--- config.mk ---
export PLATFORM = sky130hd
export DESIGN_NAME = telemetry_frame_encoder_dual_checksum
export DESIGN_NICKNAME = d
export VERILOG_FILES = /design/src/rtl/core/tfe_pkg.sv /design/src/rtl/core/tfe_front.sv /design/src/rtl/core/tfe_queue.sv /design/src/rtl/core/tfe_back.sv /design/src/rtl/core/telemetry_frame_encoder_dual_checksum.sv
export SDC_FILE = /design/constraint.sdc
export NUM_CORES = 1
export LEC_CHECK = 0
export BUFFER_PORTS_ARGS = -buffer_cell sky130_fd_sc_hd__clkbuf_2
export CAP_MARGIN = 30
export CELL_PAD_IN_SITES_DETAIL_PLACEMENT = 1
export CELL_PAD_IN_SITES_GLOBAL_PLACEMENT = 1
export CORE_MARGIN = 2
export CORE_UTILIZATION = 52
export CTS_BUF_LIST = sky130_fd_sc_hd__clkbuf_4 sky130_fd_sc_hd__clkbuf_8 sky130_fd_sc_hd__clkbuf_16
export DETAILED_ROUTE_END_ITERATION = 12
export PLACE_DENSITY_LB_ADDON = 0.1
export SLEW_MARGIN = 20
export SYNTH_ARGS = -nofsm -noshare
export SYNTH_HDL_FRONTEND = slang
export SYNTH_SLANG_ARGS = --single-unit
--- constraint.sdc ---
create_clock -name i_clk -period 7.1 [get_ports i_clk]
set_input_delay 1.42 -clock i_clk [delete_from_list [all_inputs] [get_ports i_clk]]
set_output_delay 1.42 -clock i_clk [all_outputs]
set_load 0.05 [all_outputs]
--- src/rtl/core/tfe_pkg.sv ---
// ----------------------------------------------------------------------------
// tfe_pkg: shared types and constants of the telemetry frame encoder
// Holds the command passed from the front part to the back part, the byte
// kind codes and the configuration register indexes and reset values.
// ----------------------------------------------------------------------------
package tfe_pkg;

    localparam int unsigned BYTE_W  = 8;
    localparam int unsigned KIND_W  = 2;
    localparam int unsigned CFG_IDX_W = 2;

    // Byte kind codes on the output tuser
    localparam logic [KIND_W-1:0] KIND_HEAD  = 2'd0;
    localparam logic [KIND_W-1:0] KIND_DATA  = 2'd1;
    localparam logic [KIND_W-1:0] KIND_CHECK = 2'd2;

    // Input opcodes
    localparam logic OP_START   = 1'b0;
    localparam logic OP_PAYLOAD = 1'b1;

    // Configuration register indexes
    localparam logic [CFG_IDX_W-1:0] CFG_HEADER = 2'd0;
    localparam logic [CFG_IDX_W-1:0] CFG_SRC    = 2'd1;
    localparam logic [CFG_IDX_W-1:0] CFG_DST    = 2'd2;

    // Configuration reset values
    localparam logic [BYTE_W-1:0] RST_HEADER = 8'hAB;
    localparam logic [BYTE_W-1:0] RST_SRC    = 8'h66;
    localparam logic [BYTE_W-1:0] RST_DST    = 8'hFE;

    // High byte of the 16-bit length field
    localparam logic [BYTE_W-1:0] LEN_HIGH = 8'h00;

    // One classified command: a frame start or one payload byte
    typedef struct packed {
        logic              is_start; // 1 start, 0 payload
        logic              close;    // append both checksums after this
        logic [BYTE_W-1:0] arg;      // func_id on start, data byte on payload
        logic [BYTE_W-1:0] len;      // payload length on start
    } t_cmd;

    // Head of the command queue as seen by the back part
    typedef struct packed {
        logic valid;
        t_cmd cmd;
    } t_q_head;

    // Configuration values used by the back part
    typedef struct packed {
        logic [BYTE_W-1:0] header;
        logic [BYTE_W-1:0] src;
        logic [BYTE_W-1:0] dst;
    } t_cfg;

endpackage

--- src/rtl/core/tfe_front.sv ---
// ----------------------------------------------------------------------------
// tfe_front: input classifier of the telemetry frame encoder
// Tracks the open frame and the remaining payload count, turns accepted
// items into commands for the queue and drops payload with no open frame.
// ----------------------------------------------------------------------------
module tfe_front (
    input  logic                        i_clk,
    input  logic                        i_rst_n,
    input  logic                        i_accept,
    input  logic                        i_opcode,
    input  logic [tfe_pkg::BYTE_W-1:0]  i_func_id,
    input  logic [tfe_pkg::BYTE_W-1:0]  i_payload_len,
    input  logic [tfe_pkg::BYTE_W-1:0]  i_data_byte,
    output logic                        o_push,
    output tfe_pkg::t_cmd               o_cmd
);

    logic                       r_open, n_open;
    logic [tfe_pkg::BYTE_W-1:0] r_left, n_left;
    logic                       last_byte;

    assign last_byte = (r_left == tfe_pkg::BYTE_W'(1));

    // Classify the item and update the frame state
    always_comb begin
        n_open = r_open;
        n_left = r_left;
        o_push = 1'b0;
        o_cmd  = '0;
        if (i_accept) begin
            if (i_opcode == tfe_pkg::OP_START) begin
                o_push         = 1'b1;
                o_cmd.is_start = 1'b1;
                o_cmd.close    = (i_payload_len == '0);
                o_cmd.arg      = i_func_id;
                o_cmd.len      = i_payload_len;
                n_open         = (i_payload_len != '0);
                n_left         = i_payload_len;
            end else if (r_open) begin
                o_push         = 1'b1;
                o_cmd.is_start = 1'b0;
                o_cmd.close    = last_byte;
                o_cmd.arg      = i_data_byte;
                o_cmd.len      = '0;
                n_left         = r_left - tfe_pkg::BYTE_W'(1);
                n_open         = !last_byte;
            end
        end
    end

    always_ff @(posedge i_clk) begin
        if (!i_rst_n) begin
            r_open <= 1'b0;
            r_left <= '0;
        end else begin
            r_open <= n_open;
            r_left <= n_left;
        end
    end

endmodule

--- src/rtl/core/tfe_queue.sv ---
// ----------------------------------------------------------------------------
// tfe_queue: short command queue between front and back parts
// Register-based FIFO; push and pop may happen in the same cycle.
// ----------------------------------------------------------------------------
module tfe_queue #(
    parameter int unsigned DEPTH = 4
) (
    input  logic              i_clk,
    input  logic              i_rst_n,
    input  logic              i_push,
    input  tfe_pkg::t_cmd     i_cmd,
    input  logic              i_pop,
    output logic              o_ready,
    output tfe_pkg::t_q_head  o_head
);

    localparam int unsigned PTR_W = (DEPTH > 1) ? $clog2(DEPTH) : 1;
    localparam int unsigned CNT_W = $clog2(DEPTH + 1);

    tfe_pkg::t_cmd    r_mem [DEPTH];
    logic [PTR_W-1:0] r_wr_ptr, n_wr_ptr;
    logic [PTR_W-1:0] r_rd_ptr, n_rd_ptr;
    logic [CNT_W-1:0] r_count, n_count;
    logic             do_push, do_pop;

    assign o_ready     = (r_count != CNT_W'(DEPTH));
    assign o_head.valid = (r_count != '0);
    assign o_head.cmd   = r_mem[r_rd_ptr];
    assign do_push     = i_push && o_ready;
    assign do_pop      = i_pop && o_head.valid;

    // Advance pointers with explicit wrap
    always_comb begin
        n_wr_ptr = r_wr_ptr;
        n_rd_ptr = r_rd_ptr;
        n_count  = r_count;
        if (do_push) begin
            n_wr_ptr = (r_wr_ptr == PTR_W'(DEPTH - 1)) ? '0 : r_wr_ptr + PTR_W'(1);
        end
        if (do_pop) begin
            n_rd_ptr = (r_rd_ptr == PTR_W'(DEPTH - 1)) ? '0 : r_rd_ptr + PTR_W'(1);
        end
        if (do_push && !do_pop) begin
            n_count = r_count + CNT_W'(1);
        end else if (do_pop && !do_push) begin
            n_count = r_count - CNT_W'(1);
        end
    end

    always_ff @(posedge i_clk) begin
        if (!i_rst_n) begin
            r_wr_ptr <= '0;
            r_rd_ptr <= '0;
            r_count  <= '0;
        end else begin
            r_wr_ptr <= n_wr_ptr;
            r_rd_ptr <= n_rd_ptr;
            r_count  <= n_count;
        end
    end

    // Store entries
    always_ff @(posedge i_clk) begin
        if (do_push) begin
            r_mem[r_wr_ptr] <= i_cmd;
        end
    end

endmodule

--- src/rtl/core/tfe_back.sv ---
// ----------------------------------------------------------------------------
// tfe_back: byte serializer of the telemetry frame encoder
// Steps through each queued command one output byte per cycle unless stalled,
// keeps the running sum and the sum of sums, and drives the output register.
// ----------------------------------------------------------------------------
module tfe_back (
    input  logic                        i_clk,
    input  logic                        i_rst_n,
    input  tfe_pkg::t_q_head            i_head,
    input  tfe_pkg::t_cfg               i_cfg,
    input  logic                        i_out_ready,
    output logic                        o_pop,
    output logic                        o_out_valid,
    output logic [tfe_pkg::BYTE_W-1:0]  o_out_byte,
    output logic [tfe_pkg::KIND_W-1:0]  o_out_kind,
    output logic                        o_out_end,
    output logic                        o_out_last
);

    // Byte positions within a command's output sequence
    localparam logic [2:0] STEP_HDR  = 3'd0;
    localparam logic [2:0] STEP_SRC  = 3'd1;
    localparam logic [2:0] STEP_DST  = 3'd2;
    localparam logic [2:0] STEP_FUNC = 3'd3;
    localparam logic [2:0] STEP_LENL = 3'd4;
    localparam logic [2:0] STEP_LENH = 3'd5;
    localparam logic [2:0] STEP_SUM  = 3'd6;
    localparam logic [2:0] STEP_ADD  = 3'd7;

    logic [2:0]                 r_step, n_step;
    logic [tfe_pkg::BYTE_W-1:0] r_sum, n_sum;
    logic [tfe_pkg::BYTE_W-1:0] r_add, n_add;
    logic                       r_valid;
    logic [tfe_pkg::BYTE_W-1:0] r_byte;
    logic [tfe_pkg::KIND_W-1:0] r_kind;
    logic                       r_end;
    logic                       r_last;

    logic                       advance, fire, is_last, framed, fresh;
    logic [tfe_pkg::BYTE_W-1:0] cur_byte;
    logic [tfe_pkg::KIND_W-1:0] cur_kind;
    logic [tfe_pkg::BYTE_W-1:0] sum_base, add_base;
    tfe_pkg::t_cmd              cmd;

    assign cmd     = i_head.cmd;
    assign advance = !r_valid || i_out_ready;
    assign fire    = advance && i_head.valid;

    // Select the byte at the current step
    always_comb begin
        cur_byte = r_sum;
        cur_kind = tfe_pkg::KIND_HEAD;
        unique case (r_step)
            STEP_HDR:  cur_byte = cmd.is_start ? i_cfg.header : cmd.arg;
            STEP_SRC:  cur_byte = i_cfg.src;
            STEP_DST:  cur_byte = i_cfg.dst;
            STEP_FUNC: cur_byte = cmd.arg;
            STEP_LENL: cur_byte = cmd.len;
            STEP_LENH: cur_byte = tfe_pkg::LEN_HIGH;
            STEP_SUM:  cur_byte = r_sum;
            STEP_ADD:  cur_byte = r_add;
            default:   cur_byte = r_sum;
        endcase
        if (r_step == STEP_SUM || r_step == STEP_ADD) begin
            cur_kind = tfe_pkg::KIND_CHECK;
        end else if (!cmd.is_start) begin
            cur_kind = tfe_pkg::KIND_DATA;
        end
    end

    // Find the last byte of this command and the step that follows
    always_comb begin
        if (cmd.close) begin
            is_last = (r_step == STEP_ADD);
        end else if (cmd.is_start) begin
            is_last = (r_step == STEP_LENH);
        end else begin
            is_last = (r_step == STEP_HDR);
        end
        if (is_last) begin
            n_step = STEP_HDR;
        end else if (!cmd.is_start && r_step == STEP_HDR) begin
            n_step = STEP_SUM;
        end else begin
            n_step = r_step + 3'd1;
        end
    end

    // Fold framed bytes into both sums; a start begins with fresh sums
    assign framed   = (r_step != STEP_SUM) && (r_step != STEP_ADD);
    assign fresh    = cmd.is_start && (r_step == STEP_HDR);
    assign sum_base = fresh ? '0 : r_sum;
    assign add_base = fresh ? '0 : r_add;
    assign n_sum    = sum_base + cur_byte;
    assign n_add    = add_base + n_sum;

    assign o_pop = fire && is_last;

    // Hold sequencer, sums and output register
    always_ff @(posedge i_clk) begin
        if (!i_rst_n) begin
            r_step  <= STEP_HDR;
            r_sum   <= '0;
            r_add   <= '0;
            r_valid <= 1'b0;
        end else if (advance) begin
            r_valid <= i_head.valid;
            if (i_head.valid) begin
                r_step <= n_step;
                if (framed) begin
                    r_sum <= n_sum;
                    r_add <= n_add;
                end
            end
        end
    end

    always_ff @(posedge i_clk) begin
        if (fire) begin
            r_byte <= cur_byte;
            r_kind <= cur_kind;
            r_end  <= (r_step == STEP_ADD);
            r_last <= is_last;
        end
    end

    assign o_out_valid = r_valid;
    assign o_out_byte  = r_byte;
    assign o_out_kind  = r_kind;
    assign o_out_end   = r_end;
    assign o_out_last  = r_last;

endmodule

--- src/rtl/core/telemetry_frame_encoder_dual_checksum.sv ---
// ----------------------------------------------------------------------------
// telemetry_frame_encoder_dual_checksum: telemetry frame builder
// Serializes framed telemetry with an 8-bit sum and an 8-bit sum of sums.
// ----------------------------------------------------------------------------
// Usage:
//   s_axis: tuser is the opcode (0 start, 1 payload byte). A start carries
//     func_id and payload_len, a payload item carries data_byte.
//   m_axis: one frame byte per item; tuser gives the byte kind and the
//     frame end flag, tlast marks the last byte caused by one input item.
//   cfg: header, source and destination bytes, written while idle;
//     cfg_ready is always high, indexes beyond the register list are ignored.
// The first byte of an item passes through the command queue and then the
//   output register before it is presented on m_axis. Unless m_axis stalls,
//   the back serializer emits one byte per cycle, so a payload item gives
//   1 byte (3 when it closes the frame) and a start gives 6 bytes (8 for an
//   empty frame); payload streams at one byte per cycle.
// The command queue of QUEUE_DEPTH entries lets s_axis keep accepting while
//   m_axis is stalled; s_axis_tready drops only when the queue is full.
//   Payload with no open frame is accepted and dropped.
// Reset: synchronous, clears the open frame, the queue, the sums and the
//   output valid, and loads the configuration defaults.
// ----------------------------------------------------------------------------
module telemetry_frame_encoder_dual_checksum #(
    parameter int unsigned QUEUE_DEPTH = 4
) (
    input  logic                           i_clk,
    input  logic                           i_rst_n,
    // Input item stream
    input  logic                           i_s_axis_tvalid,
    output logic                           o_s_axis_tready,
    input  logic [23:0]                    i_s_axis_tdata, // func_id, payload_len, data_byte
    input  logic                           i_s_axis_tuser, // opcode
    // Output byte stream
    output logic                           o_m_axis_tvalid,
    input  logic                           i_m_axis_tready,
    output logic [7:0]                     o_m_axis_tdata, // out_byte
    output logic [2:0]                     o_m_axis_tuser, // byte_kind[1:0], frame_end
    output logic                           o_m_axis_tlast, // run_last
    // Configuration write channel
    input  logic                           i_cfg_valid,
    output logic                           o_cfg_ready,
    input  logic [tfe_pkg::CFG_IDX_W-1:0]  i_cfg_index,
    input  logic [7:0]                     i_cfg_data
);

    tfe_pkg::t_cfg    r_cfg;
    tfe_pkg::t_cmd    push_cmd;
    tfe_pkg::t_q_head q_head;
    logic             push, pop, q_ready, in_accept;
    logic [1:0]       out_kind;
    logic             out_end;

    assign o_cfg_ready     = 1'b1;
    assign o_s_axis_tready = q_ready;
    assign in_accept       = i_s_axis_tvalid && q_ready;

    // Write configuration registers
    always_ff @(posedge i_clk) begin
        if (!i_rst_n) begin
            r_cfg.header <= tfe_pkg::RST_HEADER;
            r_cfg.src    <= tfe_pkg::RST_SRC;
            r_cfg.dst    <= tfe_pkg::RST_DST;
        end else if (i_cfg_valid) begin
            unique case (i_cfg_index)
                tfe_pkg::CFG_HEADER: r_cfg.header <= i_cfg_data;
                tfe_pkg::CFG_SRC:    r_cfg.src    <= i_cfg_data;
                tfe_pkg::CFG_DST:    r_cfg.dst    <= i_cfg_data;
                default: ;
            endcase
        end
    end

    tfe_front u_front (
        .i_clk         (i_clk),
        .i_rst_n       (i_rst_n),
        .i_accept      (in_accept),
        .i_opcode      (i_s_axis_tuser),
        .i_func_id     (i_s_axis_tdata[7:0]),
        .i_payload_len (i_s_axis_tdata[15:8]),
        .i_data_byte   (i_s_axis_tdata[23:16]),
        .o_push        (push),
        .o_cmd         (push_cmd)
    );

    tfe_queue #(
        .DEPTH (QUEUE_DEPTH)
    ) u_queue (
        .i_clk   (i_clk),
        .i_rst_n (i_rst_n),
        .i_push  (push),
        .i_cmd   (push_cmd),
        .i_pop   (pop),
        .o_ready (q_ready),
        .o_head  (q_head)
    );

    tfe_back u_back (
        .i_clk       (i_clk),
        .i_rst_n     (i_rst_n),
        .i_head      (q_head),
        .i_cfg       (r_cfg),
        .i_out_ready (i_m_axis_tready),
        .o_pop       (pop),
        .o_out_valid (o_m_axis_tvalid),
        .o_out_byte  (o_m_axis_tdata),
        .o_out_kind  (out_kind),
        .o_out_end   (out_end),
        .o_out_last  (o_m_axis_tlast)
    );

    assign o_m_axis_tuser = {out_end, out_kind};

endmodule

[Word level (Yosys, flattened, before mapping)]
Memories as Yosys holds them, arrays and structs flattened. A register that Yosys moved wholly into a read port is not among the register bits.
Cells that the tools add are included.
Word-level totals
  register bits: 72
  bits in writable memories: 72
  output and inout port bits: 15
  memories: 1
Memories
  u_queue.r_mem: words 4, width 18, rd ports 1, clocked after Yosys merged registers in 1, write ports 1, RTL line tfe_queue.sv:20  | tfe_pkg::t_cmd r_mem [DEPTH];
Operators by class
  $add $sub $neg: 8
  equality and inequality tests: 16
  muxes and demuxes: 27
  reductions and logical operators: 29
Operator list (number)
  $pmux W8 S8: 1
  $mux W8: 5
  $mux W18: 2
  $mux W17: 1
  $add A8 B8 Y8: 2
  $eq A3 B3 Y1 const B: 4
  $mux W3: 4
  $logic_and A1 B1 Y1: 10
  $mux W1: 10
  $reduce_and A2 Y1: 5
  $ne A3 B3 Y1 const B: 3
  $eq A8 B1 Y1 const B: 1
  $logic_not A8 Y1: 1
  $mux W2: 4
  $reduce_bool A8 Y1: 1
  $sub A8 B1 Y8 const B: 1
  $add A3 B1 Y3 const B: 2
  $eq A2 B2 Y1 const B: 3
  $eq A3 B2 Y1 const B: 2
  $logic_not A1 Y1: 5
  $add A2 B1 Y2 const B: 2
  $eq A3 B1 Y1 const B: 1
  $logic_not A3 Y1: 1
  $reduce_and A3 Y1: 1
  7 further kinds: 8

[Depth between registers and ports, before layout]
  depth in word-level cells: 8
  mapped depth: 24
  mapped depth without buffers: 23

[Cells and area by module]
From an unflattened synthesis, not the netlist that was laid out.
Unflattened totals
  cells, all modules: 621
  area total of the unflattened synthesis: 7269.5 sq um
Modules (own cells, without submodules)
  tfe_queue: times used 1, cells an instance 145, area an instance 3084.2 sq um, seq. area each 2342.2 sq um
  tfe_back: times used 1, cells an instance 259, area an instance 2299.7 sq um, seq. area each 760.7 sq um
  telemetry_frame_encoder_dual_checksum: times used 1, cells an instance 101, area an instance 1017.2 sq um, seq. area each 480.5 sq um
  tfe_front: times used 1, cells an instance 116, area an instance 868.3 sq um, seq. area each 180.2 sq um

[Least setup slack after synthesis]
OpenSTA, ideal clock, no wires.
  kind: register -> register
  start point: register (tool-made name)
  end point: register u_back.r_add[7] in the netlist's numbering
  setup time: 0.133 ns
  arrival time: 3.923 ns
  setup slack: 3.044 ns
  cell stages (with the launch flop): 19
  clock period less this slack: 4.056 ns
  cells stage by stage: dfxtp_1 buf_4 buf_2 mux4_2 a31oi_1 a32oi_1 ha_1 inv_1 fa_1 inv_1 ha_1 a21o_1 a21oi_1 nor2b_1 o21a_1 o41ai_1 xor2_1 nand3b_1 a31oi_1
RTL lines
  end signal: assignment: RTL line tfe_back.sv:112  | r_add <= n_add;
  end: declaration: RTL line tfe_back.sv:32  | logic [tfe_pkg::BYTE_W-1:0] r_add, n_add;

==> flow_summary.ini <==
[outcome]
status = complete, no violations

[synth]
synth-edff-count = 84
avgSynthCellArea_um2 = 11.2
ys_types = 58
syn_nets = 694
ys_seq_area_share_pct = 54.1
async_flop_share_pct = 0
yosysWarnings = 0
ys_ff_latch = 146
synthCells = 623
synth_area_um2 = 6960
synthTopCellsByArea = edfxtp_1 36%, dfxtp_1 18%, mux4_2 5.5%
yosysTopAreaCellShare_pct = 36.2
synth_top_area_cell = edfxtp_1
synth_flop_cell = edfxtp_1

[sta]
fmax_mhz = 201
timing.hold.ws_ns = 0.475
post-route-period-util_pct = 70.1
tns_ns = 0
worst_slack_ns = 2.12
maxSlewHeadroom_pct = 34.1
report.final.hold_viol_count = 0
tightest_slew_ns = 0.989
fin_crit_ns = 4.98
setup_viol_count_final = 0
rsz0062_at_grt = false
final.setup_skew_ns = 0.0101
maxSlewViolCount = 0

[die]
design.die.area_um2 = 14300
io_pins = 55
die_x_um = 120
num_rows = 42
initial_core_util_pct = 53.0
core_um2 = 13100
die_y_um = 120

[setup_path]
cp-start-kind = flip-flop
cp_cell_sequence = buf_4, mux4_2, nand3_1, and2_1, ha_1, inv_1, fa_1, nor2b_1, o21ai_0, a21oi_1, o21a_1, nor2_1, xnor2_1, ha_1, o41ai_1, xor2_1, nand3b_1, a31oi_1
crit_arrival_ns = 5.28
cp.required_ns = 7.41
critPathCaptureType = flip-flop
crit_type = reg -> reg
cp_max_fo = 20
critPathMaxStageDelay_ns = 0.75
path_common_cell = ha_1
crit_slowest_cell = mux4_2

[grt]
gr-usage-met1_pct = 32.2
grt_usage_pct = 27.6
grt_max_degree = 33
overflow = 0
groute.layer.met3.usage_pct = 5.47
top_usage_layer = met2
antenna_found_initial = 0
grt_pass1_vias = 5419
gr-usage-met2_pct = 49.0
grt_pass1_wl_um = 29600

[placed_design]
place_inst = 823
gp_congestion = 0.863
pre_cts_ws_ns = 2.17
port_buffers = 53
dpl.hpwl_um = 12800

[cts]
post_cts_buffers = 0
cts_sinks = 146
cts_buffer_depth = 2
h-tree-depth = 4
cts_tree = built
cts_inserted_buffers = 17
post_cts_resized = 0
insertion_delay_ns = 0.43
path_clk_slew_ns = 0.06
cts_root_buffer = clkbuf_16
cts_hold_buf = 0

[power_and_ir_drop]
max-vdd-ir-drop_v = 0.000259
p_leak_nw = 3.14
design_power_total_w = 0.00340
power_density_nw_per_um2 = 427

[finish]
antenna_cells = 0
final_common_cell = nand2_1
syn_to_final_growth_pct = 14.7
drive_gt1_share_pct = 18.3
layout_common_cells = 93 x nand2_1, 84 x edfxtp_1, 62 x dfxtp_1
instances_no_fill = 859
fin_nets = 742

[route]
routed_wl_um = 18900
via_count = 5053
drtPass1Iterations = 5
dr.first_iter.drc_count = 337
drc_errors = 0
vias_per_cell = 5.88
routedWlPerCell_um = 22.0
ant_nets = 0

[run]
max_cap_violations = 0

[worst_hold_path]
hold_path.class = reg -> reg
synth_stat cells, drive strengths merged (8+ instances only):
library cell	number
a21oi	45
a22o	8
and2	25
buf	9
clkbuf	26
dfxtp	62
edfxtp	84
ha	28
inv	24
mux2	10
mux2i	19
mux4	17
nand2	93
nand3	21
nor2	41
nor3	10
o21ai	11
area by class of cell:
type	count	area, um^2
clock inverter	14	156
multi-input combinational	418	2960
clock buffer	17	425
tap	176	220
sequential	146	3760
fill	1390	5150
timing repair buffer	64	364
inverter	24	90.1
registers in the layout, indices dropped and copies added (netlist names), 2 cells and up, named ones only:
signal / count
u_queue.r_count: 3
u_queue.r_mem: 72
u_back.r_add: 8
u_back.r_sum: 8
u_front.r_left: 8
r_cfg: 24
u_back.o_out_byte: 8
u_queue.r_rd_ptr: 2
u_queue.r_wr_ptr: 2
u_back.o_out_kind: 2
u_back.r_step: 3
critical path, delay by kind of cell, from the launching register on:
family / cells / cell delay, ns
simple gates: 5 / 1.11
compound gates: 5 / 1.04
fa+ha+maj: 3 / 0.80
mux: 1 / 0.75
xor+xnor: 2 / 0.42
buf+inv: 2 / 0.42
flops: 1 / 0.31
power breakdown:
part	leakage [nW]	internal (W)	switching (W)
logic	1.58	0.000502	0.000877
clock network	0.273	0.000519	0.000371
registers	1.29	0.00105	0.0000817
through the flow:
step / cell area, um^2 / util (%)
2_1_floorplan: 6960 / -
3_3_place_gp: 7350 / 55.9
3_5_place_dp: 7350 / 55.9
4_1_cts: 7930 / 60.4
5_1_grt: 7980 / 60.8
6_report: 7980 / 60.8
kinds of logic after synthesis:
kind of cell	after synthesis	share of synthesized area [%]
compound gates	113	10.9
mux	46	9.85
xor+xnor	12	1.71
flops	146	54.1
simple gates	215	14.1
fa+ha+maj	31	5.90
buf+inv	59	3.42
other cells	1	0.0539
path summary, 6_finish.rpt:
kind	startpoint	end	slack, ns	cells after the start
worst max-delay path	flip-flop	u_back.r_add[7]	2.12	18
worst min-delay path	u_back.r_sum[4]	u_back.r_sum[4]	0.47	2
worst max register to register	flip-flop	u_back.r_add[7]	2.12	18
worst min register to register	u_back.r_sum[4]	u_back.r_sum[4]	0.47	2
metal layers:
metal | wire, um | up-vias
met1 | 7630 | 2508
met5 | 0 | -
met3 | 820 | 42
li1 | - | 2340
met4 | 635 | 0
met2 | 9860 | 163
Power figures use the tool's default switching activity.
